## src/hw/rtl/itoa_pkg.sv

```systemverilog
// Shared types, constants and the digit-to-ASCII mapping for the radix converter.
// Used by itoa_ctrl, itoa_dpath and integer_to_radix_ascii; no dependencies.
package itoa_pkg;

  // The division unit retires STEP_BITS bits per cycle. VALUE_WIDTH must be a multiple of it.
  localparam int VALUE_WIDTH = 32;
  localparam int STEP_BITS   = 8;
  localparam int DIV_CYCLES  = VALUE_WIDTH / STEP_BITS;
  localparam int STEP_CNT_W  = (DIV_CYCLES > 1) ? $clog2(DIV_CYCLES) : 1;
  localparam int DIGIT_CNT_W = $clog2(VALUE_WIDTH + 1);
  localparam int DIGIT_IDX_W = $clog2(VALUE_WIDTH);

  localparam int BASE_W = 6;
  localparam int REM_W  = BASE_W;
  localparam int CHAR_W = 8;

  localparam logic [BASE_W-1:0] BASE_MIN   = 6'd2;
  localparam logic [BASE_W-1:0] BASE_MAX   = 6'd36;
  localparam logic [REM_W-1:0]  DEC_DIGITS = 6'd10;

  localparam logic [CHAR_W-1:0] CHAR_MINUS   = 8'h2D;
  localparam logic [CHAR_W-1:0] CHAR_ZERO    = 8'h30;
  localparam logic [CHAR_W-1:0] CHAR_UPPER_A = 8'h41;
  localparam logic [CHAR_W-1:0] CHAR_LOWER_A = 8'h61;
  localparam logic [CHAR_W-1:0] CHAR_NONE    = 8'h00;

  typedef enum logic [1:0] {
    SEL_SIGN,
    SEL_DIGIT,
    SEL_BAD
  } out_sel_e;

  typedef struct packed {
    logic                   load;
    logic                   div_step;
    logic                   div_first;
    logic                   div_last;
    logic                   push;
    out_sel_e               sel;
    logic                   last;
    logic [DIGIT_IDX_W-1:0] idx;
  } cmd_t;

  typedef struct packed {
    logic in_bad;
    logic neg;
    logic quo_zero;
    logic out_ready;
  } sts_t;

  function automatic logic [CHAR_W-1:0] digit_char(input logic [REM_W-1:0] d,
                                                   input logic lower);
    logic [CHAR_W-1:0] letter_base;
    letter_base = lower ? CHAR_LOWER_A : CHAR_UPPER_A;
    if (d < DEC_DIGITS) begin
      return CHAR_ZERO + CHAR_W'(d);
    end else begin
      return letter_base + CHAR_W'(d - DEC_DIGITS);
    end
  endfunction

endpackage

```

## src/hw/rtl/integer_to_radix_ascii.sv

```systemverilog
// Top level of the integer to radix ASCII converter.
// Instantiates itoa_ctrl and itoa_dpath; depends on itoa_pkg.

// One transfer in gives the ASCII digits of value in the given base, most significant
// first, one character per output transfer, with last on the final one; a negative
// signed value is preceded by a minus sign, and a base outside 2 to 36 gives a single
// null character with bad_base set. The block works on one item at a time: after the
// input cycle, the division unit produces each digit in turn, retiring eight quotient
// bits per cycle, and then each character is pushed into the output register, held
// back while that register is full and stalled. The next item is taken while the
// final character still waits in the output register.
module integer_to_radix_ascii (
  input  logic                        clk_i,
  input  logic                        rst_ni,
  input  logic                        in_valid_i,
  output logic                        in_stall_o,
  input  logic                        func_i,
  input  logic [31:0]                 value_i,
  input  logic [itoa_pkg::BASE_W-1:0] base_i,
  input  logic                        lower_case_i,
  output logic                        out_valid_o,
  input  logic                        out_stall_i,
  output logic [itoa_pkg::CHAR_W-1:0] character_o,
  output logic                        last_o,
  output logic                        bad_base_o
);
  import itoa_pkg::*;

  cmd_t cmd;
  sts_t sts;

  itoa_ctrl u_ctrl (
    .clk_i      (clk_i),
    .rst_ni     (rst_ni),
    .in_valid_i (in_valid_i),
    .in_stall_o (in_stall_o),
    .cmd_o      (cmd),
    .sts_i      (sts)
  );

  itoa_dpath u_dpath (
    .clk_i        (clk_i),
    .rst_ni       (rst_ni),
    .func_i       (func_i),
    .value_i      (value_i),
    .base_i       (base_i),
    .lower_case_i (lower_case_i),
    .cmd_i        (cmd),
    .sts_o        (sts),
    .out_stall_i  (out_stall_i),
    .out_valid_o  (out_valid_o),
    .character_o  (character_o),
    .last_o       (last_o),
    .bad_base_o   (bad_base_o)
  );

endmodule

```

## src/hw/rtl/itoa_dpath.sv

```systemverilog
// Datapath of the radix converter: operand registers, the multi-bit division step,
// the digit buffer and the output register. Depends on itoa_pkg.
module itoa_dpath (
  input  logic                           clk_i,
  input  logic                           rst_ni,
  input  logic                           func_i,
  input  logic [31:0]                    value_i,
  input  logic [itoa_pkg::BASE_W-1:0]    base_i,
  input  logic                           lower_case_i,
  input  itoa_pkg::cmd_t                 cmd_i,
  output itoa_pkg::sts_t                 sts_o,
  input  logic                           out_stall_i,
  output logic                           out_valid_o,
  output logic [itoa_pkg::CHAR_W-1:0]    character_o,
  output logic                           last_o,
  output logic                           bad_base_o
);
  import itoa_pkg::*;

  logic [VALUE_WIDTH-1:0] num_q, num_d, num_nx;
  logic [REM_W-1:0]       rem_q, rem_nx;
  logic [BASE_W-1:0]      base_q;
  logic                   lower_q;
  logic                   neg_q;
  logic [REM_W-1:0]       dig_q [VALUE_WIDTH];

  logic                   in_neg;
  logic [VALUE_WIDTH-1:0] in_val;
  logic [VALUE_WIDTH-1:0] in_mag;

  logic                   valid_q;
  logic [CHAR_W-1:0]      char_q;
  logic                   last_q;
  logic                   bad_q;
  logic [CHAR_W-1:0]      char_sel;

  assign in_val = value_i[VALUE_WIDTH-1:0];
  assign in_neg = func_i & in_val[VALUE_WIDTH-1];
  assign in_mag = in_neg ? (~in_val + 1'b1) : in_val;

  always_comb begin
    logic [REM_W:0]       t;
    logic [REM_W-1:0]     r;
    logic [STEP_BITS-1:0] q;
    r = cmd_i.div_first ? '0 : rem_q;
    q = '0;
    for (int i = 0; i < STEP_BITS; i++) begin
      t = {r, num_q[VALUE_WIDTH-1-i]};
      if (t >= {1'b0, base_q}) begin
        t = t - {1'b0, base_q};
        q[STEP_BITS-1-i] = 1'b1;
      end
      r = t[REM_W-1:0];
    end
    rem_nx = r;
    if (VALUE_WIDTH > STEP_BITS) begin
      num_nx = {num_q[VALUE_WIDTH-STEP_BITS-1:0], q};
    end else begin
      num_nx = VALUE_WIDTH'(q);
    end
  end

  always_comb begin
    num_d = num_q;
    if (cmd_i.load) begin
      num_d = in_mag;
    end else if (cmd_i.div_step) begin
      num_d = num_nx;
    end
  end

  always_comb begin
    unique case (cmd_i.sel)
      SEL_SIGN:  char_sel = CHAR_MINUS;
      SEL_DIGIT: char_sel = digit_char(dig_q[cmd_i.idx], lower_q);
      SEL_BAD:   char_sel = CHAR_NONE;
      default:   char_sel = CHAR_NONE;
    endcase
  end

  always_ff @(posedge clk_i) begin
    num_q <= num_d;
    if (cmd_i.load) begin
      base_q  <= base_i;
      lower_q <= lower_case_i;
      neg_q   <= in_neg;
    end
    if (cmd_i.div_step) begin
      rem_q <= rem_nx;
    end
    if (cmd_i.div_step && cmd_i.div_last) begin
      dig_q[cmd_i.idx] <= rem_nx;
    end
    if (cmd_i.push) begin
      char_q <= char_sel;
      last_q <= cmd_i.last;
      bad_q  <= (cmd_i.sel == SEL_BAD);
    end
  end

  always_ff @(posedge clk_i or negedge rst_ni) begin
    if (!rst_ni) begin
      valid_q <= 1'b0;
    end else if (cmd_i.push) begin
      valid_q <= 1'b1;
    end else if (!out_stall_i) begin
      valid_q <= 1'b0;
    end
  end

  assign sts_o.in_bad    = (base_i < BASE_MIN) || (base_i > BASE_MAX);
  assign sts_o.neg       = neg_q;
  assign sts_o.quo_zero  = (num_nx == '0);
  assign sts_o.out_ready = !valid_q || !out_stall_i;

  assign out_valid_o = valid_q;
  assign character_o = char_q;
  assign last_o      = last_q;
  assign bad_base_o  = bad_q;

  a_rem_below_base: assert property (@(posedge clk_i) disable iff (!rst_ni)
    cmd_i.div_step |=> rem_q < base_q)
    else $error("Division remainder is not below the base.");

  a_bad_is_null: assert property (@(posedge clk_i) disable iff (!rst_ni)
    (cmd_i.push && cmd_i.sel == SEL_BAD) |=> (character_o == CHAR_NONE && last_o))
    else $error("A bad base result must be a null final character.");

endmodule

```

## src/hw/rtl/itoa_ctrl.sv

```systemverilog
// Controller of the radix converter: sequences load, repeated division, sign and
// digit output. Drives itoa_dpath through cmd_t and reads sts_t; depends on itoa_pkg.
module itoa_ctrl (
  input  logic           clk_i,
  input  logic           rst_ni,
  input  logic           in_valid_i,
  output logic           in_stall_o,
  output itoa_pkg::cmd_t cmd_o,
  input  itoa_pkg::sts_t sts_i
);
  import itoa_pkg::*;

  typedef enum logic [2:0] {
    S_IDLE,
    S_DIV,
    S_SIGN,
    S_EMIT,
    S_BAD
  } state_e;

  state_e                 state_q, state_d;
  logic [STEP_CNT_W-1:0]  step_q, step_d;
  logic [DIGIT_CNT_W-1:0] cnt_q, cnt_d;
  logic [DIGIT_CNT_W-1:0] cnt_m1;
  logic                   step_last;
  logic                   accept;

  assign in_stall_o = (state_q != S_IDLE);
  assign accept     = in_valid_i && (state_q == S_IDLE);
  assign cnt_m1     = cnt_q - 1'b1;
  assign step_last  = (step_q == STEP_CNT_W'(DIV_CYCLES - 1));

  always_comb begin
    state_d = state_q;
    step_d  = step_q;
    cnt_d   = cnt_q;
    cmd_o   = '0;
    cmd_o.sel = SEL_DIGIT;
    unique case (state_q)
      S_IDLE: begin
        if (accept) begin
          cmd_o.load = 1'b1;
          step_d     = '0;
          cnt_d      = '0;
          state_d    = sts_i.in_bad ? S_BAD : S_DIV;
        end
      end
      S_DIV: begin
        cmd_o.div_step  = 1'b1;
        cmd_o.div_first = (step_q == '0);
        cmd_o.div_last  = step_last;
        cmd_o.idx       = cnt_q[DIGIT_IDX_W-1:0];
        if (step_last) begin
          step_d = '0;
          cnt_d  = cnt_q + 1'b1;
          if (sts_i.quo_zero) begin
            state_d = sts_i.neg ? S_SIGN : S_EMIT;
          end
        end else begin
          step_d = step_q + 1'b1;
        end
      end
      S_SIGN: begin
        cmd_o.sel = SEL_SIGN;
        if (sts_i.out_ready) begin
          cmd_o.push = 1'b1;
          state_d    = S_EMIT;
        end
      end
      S_EMIT: begin
        cmd_o.idx  = cnt_m1[DIGIT_IDX_W-1:0];
        cmd_o.last = (cnt_m1 == '0);
        if (sts_i.out_ready) begin
          cmd_o.push = 1'b1;
          cnt_d      = cnt_m1;
          if (cnt_m1 == '0) begin
            state_d = S_IDLE;
          end
        end
      end
      S_BAD: begin
        cmd_o.sel  = SEL_BAD;
        cmd_o.last = 1'b1;
        if (sts_i.out_ready) begin
          cmd_o.push = 1'b1;
          state_d    = S_IDLE;
        end
      end
      default: begin
        state_d = S_IDLE;
      end
    endcase
  end

  always_ff @(posedge clk_i or negedge rst_ni) begin
    if (!rst_ni) begin
      state_q <= S_IDLE;
      step_q  <= '0;
      cnt_q   <= '0;
    end else begin
      state_q <= state_d;
      step_q  <= step_d;
      cnt_q   <= cnt_d;
    end
  end

  a_push_when_ready: assert property (@(posedge clk_i) disable iff (!rst_ni)
    cmd_o.push |-> sts_i.out_ready)
    else $error("A result was pushed into a full output register.");

  a_cnt_bounded: assert property (@(posedge clk_i) disable iff (!rst_ni)
    cnt_q <= DIGIT_CNT_W'(VALUE_WIDTH))
    else $error("Digit count exceeds the value width.");

  a_emit_has_digit: assert property (@(posedge clk_i) disable iff (!rst_ni)
    (state_q == S_EMIT || state_q == S_SIGN) |-> cnt_q != '0)
    else $error("Output phase entered with no digits stored.");

endmodule

```

## config.mk

```make
export PLATFORM = sky130hd
export DESIGN_NAME = integer_to_radix_ascii
export DESIGN_NICKNAME = d
export VERILOG_FILES = /design/src/hw/rtl/itoa_pkg.sv /design/src/hw/rtl/integer_to_radix_ascii.sv /design/src/hw/rtl/itoa_dpath.sv /design/src/hw/rtl/itoa_ctrl.sv
export SDC_FILE = /design/constraint.sdc
export NUM_CORES = 1
export LEC_CHECK = 0
export BUFFER_PORTS_ARGS = -buffer_cell sky130_fd_sc_hd__buf_4
export CAP_MARGIN = 20
export CORE_ASPECT_RATIO = 0.7
export CORE_MARGIN = 2
export CORE_UTILIZATION = 30
export CTS_CLUSTER_SIZE = 14
export DETAILED_ROUTE_END_ITERATION = 8
export PLACE_DENSITY = 0.55
export SLEW_MARGIN = 15
export SYNTH_ARGS = -nofsm -noshare
export SYNTH_HDL_FRONTEND = slang
export SYNTH_SLANG_ARGS = --single-unit
```

## constraint.sdc

```tcl
create_clock -name clk_i -period 53.8 [get_ports clk_i]
set_input_delay 0 -clock clk_i [delete_from_list [all_inputs] [get_ports clk_i]]
set_output_delay 0 -clock clk_i [all_outputs]
set_load 0.05 [all_outputs]
```

==> summary by stage <==
Yosys
The sequential share of the synthesized area is 54.09%. Counting flops and latches in the post-synthesis netlist gives 260. In this run the mean area of a mapped cell was 12.59 µm².

The netlist uses 80 different library cells. The commonest cells after synthesis are edfxtp_1, nand2_1, nor2_1. Summed over its instances, the top area cell type makes up between 50% and 60% of the synthesized netlist area. Yosys printed 0 warnings. By area the synthesized netlist is led by edfxtp_1, mux4_2, ha_1, xnor2_1, nand2_1.

The count of flip-flops with a built-in enable after synthesis is approximately 250. The library cell with the largest summed area after synthesis is edfxtp_1. The share of flip-flops with an asynchronous set or reset is under 10%. The post-synthesis instance area is 14320 µm². The number of cells produced by synthesis is 1138. The main flop type after synthesis is edfxtp_1. Counting every net in the synthesized netlist gives 1245. The most frequent cell after synthesis is edfxtp_1.

Die
The total die area is 49540 µm². The die is 265.2 µm wide. The die is 186.8 µm tall. The floorplan core area is between 40000 and 50000 µm². Row generation in the floorplan step produced 66 rows.

The initial standard-cell utilization of the core is 30.59%. During I/O placement, the number of pins put on the boundary was 56.

Drt
The detailed router placed roughly 10k vias in this run. In this run the remaining antenna-violating nets after routing total 0. The per-cell routed wire length is 20.08 µm. The routed wire length is 37450 µm. The initial detailed-routing violation count is 1079. The first-pass detailed-route iteration total is 5.

After detailed routing, the number of vias per cell comes to 5.223. For this run, design rule violations remaining after detail routing come to 0.

Placed design
The total half-perimeter wirelength after legalization and detailed placement is 26460 µm. At the end of routability-driven placement, the weighted congestion stood at between 0.8 and 0.9. The worst slack at placement is about 34 ns. The number of buffers added on ports is 55.

Clock network
In this run the post-CTS setup repair buffer count came out at 0. The CTS tree is built. The tree is rooted in a clkbuf_16.

The number of clock sinks is 260. In this run the number of H-tree levels came out at 1. The number of clock buffers inserted by TritonCTS is 25. After clock tree synthesis, the flow added hold-fix buffers numbering 42.

The worst-skew pair later-pin latency is approximately 0.56 ns. The quantity of gates resized following cts is 0. The number of buffers on the longest clock path is 3.

The register clock-pin slew on the reported worst setup and hold paths is ~0.07 ns.

Setup path
The worst setup path is launched from a flop. The data arrival time of the critical path is between 20 and 25 ns. The kind of critical path is flop to flop.

The worst register-to-register path has a setup slack of 34.03 ns. The slowest cell on the critical path is dfrtp_1. The worst setup path is captured at a flop.

The worst register-to-register path begins at u_ctrl.state_q[1]$_DFFE_PN0P_. Measured in cells, the most critical reg-to-reg path has a length of 74. The end of the worst register-to-register path is u_dpath.dig_q[28][0]$_DFFE_PP_.

For the worst setup path, the data required time is ~54 ns. The critical path's most frequent cell is a21o_1. The peak per-stage delay on the critical path is between 0.6 and 0.7 ns. In this run the worst path has a maximum fanout of 22.

STA
Setup violations remaining at the end of the flow were counted as 0. Headroom to the max-slew limit came out at about two fifths. The number of pins with negative max-slew slack in the final report came to 0. Across all hold checks on the routed design, the worst slack comes to 0.07829 ns. Setup repair after global routing left no endpoint under its margin. The final critical-path required period is 19.77 ns. The number of failing hold endpoints at the final stage is 0. Based on the critical path, the design can be clocked at up to slightly above 50 MHz.

The portion of the clock cycle consumed by the worst path in the final layout is 36.75%. The measured slew at the worst slew-check pin is slightly above 0.9 ns. The worst-case clock skew is 0.03435 ns.

The worst setup margin is 34.03 ns. For the final routed database, the setup TNS stands at 0 ns.

Hold path
In this run the most critical hold path is launched from value_i[7]. The path type of the worst min-delay path is input port to flop. The cell depth of the worst min-delay path is 4. The path with the worst hold slack has its endpoint at u_dpath.num_q[8]$_DFFE_PP_.

Status
The run finished with clean final reports.

Cells and area
The fraction of final layout cells sized beyond drive strength 1 is ~16%. The layout has 4482 filler cells. From synthesis to final layout, the design area changed by 16.36%. The number of nets in the layout is 1345.

The number of antenna diodes in the final layout is 0. The utilization of the core after routing is 35.60%.

Global route
Entering global routing, the biggest net connects slightly below 60 pins. The via count of the first global-routing pass is 9559. Global routing finished with a remaining overflow of 0.

The initial antenna violation count is 2. The first-pass GRT wire length is 57780 µm. Across every metal layer, demand over resource in global routing totals 15.06%.

Run
The number of max-cap violations is 0.
worst max path at each step:
stage | startpoint | slack (ns) | end | cells past startpoint
final | u_ctrl.state_q[1]$_DFFE_PN0P_ | 34.03 | u_dpath.dig_q[28][0]$_DFFE_PP_ | 74
after global routing | u_ctrl.state_q[1]$_DFFE_PN0P_ | 32.41 | u_dpath.dig_q[5][0]$_DFFE_PP_ | 75
after CTS | u_ctrl.state_q[1]$_DFFE_PN0P_ | 34.16 | u_dpath.dig_q[5][0]$_DFFE_PP_ | 75
after detailed placement | u_ctrl.state_q[1]$_DFFE_PN0P_ | 34.25 | u_dpath.dig_q[29][0]$_DFFE_PP_ | 75
after global placement | u_ctrl.state_q[1]$_DFFE_PN0P_ | 34.99 | u_dpath.dig_q[28][0]$_DFFE_PP_ | 75
after floorplan | u_ctrl.step_q[0]$_DFFE_PN0P_ | 36.59 | u_dpath.dig_q[0][0]$_DFFE_PP_ | 81
registers in the layout, summed over array words and instances, names as in the netlist:
name / count
u_ctrl.step_q: 2
u_dpath.rem_q: 6
u_dpath.lower_q: 1
u_ctrl.cnt_q: 6
u_dpath.base_q: 6
u_dpath.bad_base_o: 1
u_dpath.out_valid_o: 1
u_dpath.dig_q: 192
u_ctrl.state_q: 3
u_dpath.character_o: 8
u_dpath.num_q: 32
u_dpath.neg_q: 1
u_dpath.last_o: 1
final cells by class:
cell class	instances	area [µm²]	area share [%]
well taps	612	765.7	4.594
inverters	58	217.7	1.306
clock inverters	12	147.6	0.8858
repair buffers	109	923.4	5.540
multi-input cells	784	6221	37.32
flip-flops and latches	260	7747	46.48
clock buffers	30	644.4	3.866
critical path, delay by kind of cell (launching register included):
family	cells	cell delay (ns)
adders and majority gates	8	2.47
buffers and inverters	6	1.06
DFF	1	0.66
and+or+nand+nor	15	3.28
muxes	5	2.14
AOI/OAI and AO/OA	40	9.85
metrics by stage:
step / instances / area [µm²]
5_1_grt: 1865 / 16670
6_report: 1865 / 16670
3_5_place_dp: 1780 / 15450
4_1_cts: 1864 / 16660
2_1_floorplan: 1138 / 14320
3_3_place_gp: 1780 / 15450
cells in the final DEF, fill, tap and decap left out, types with 44 or more instances in the layout:
master and n:
edfxtp_1 248, nand2_1 98, nor2_1 98, o21ai_0 66
buf_4 66, inv_1 56, ha_1 56, mux4_2 48
a21oi_1 46, xnor2_1 44
cell families after synthesis:
group	synth area share, %
buffers and inverters	2.708
DFF	54.09
AOI/OAI and AO/OA	11.17
adders and majority gates	5.870
muxes	10.64
xor gates and xnor gates	4.464
and+or+nand+nor	11.06
per-layer routing:
layer,global-route usage [%],wire length [µm]
met5,0,13
met4,2.629,484
met3,3.528,2922
met2,21.30,15540
met1,23.45,18500
Power is left out: the tool's default activity adds up to more than one toggle a clock period on the data nets, which glitch-free logic cannot reach.
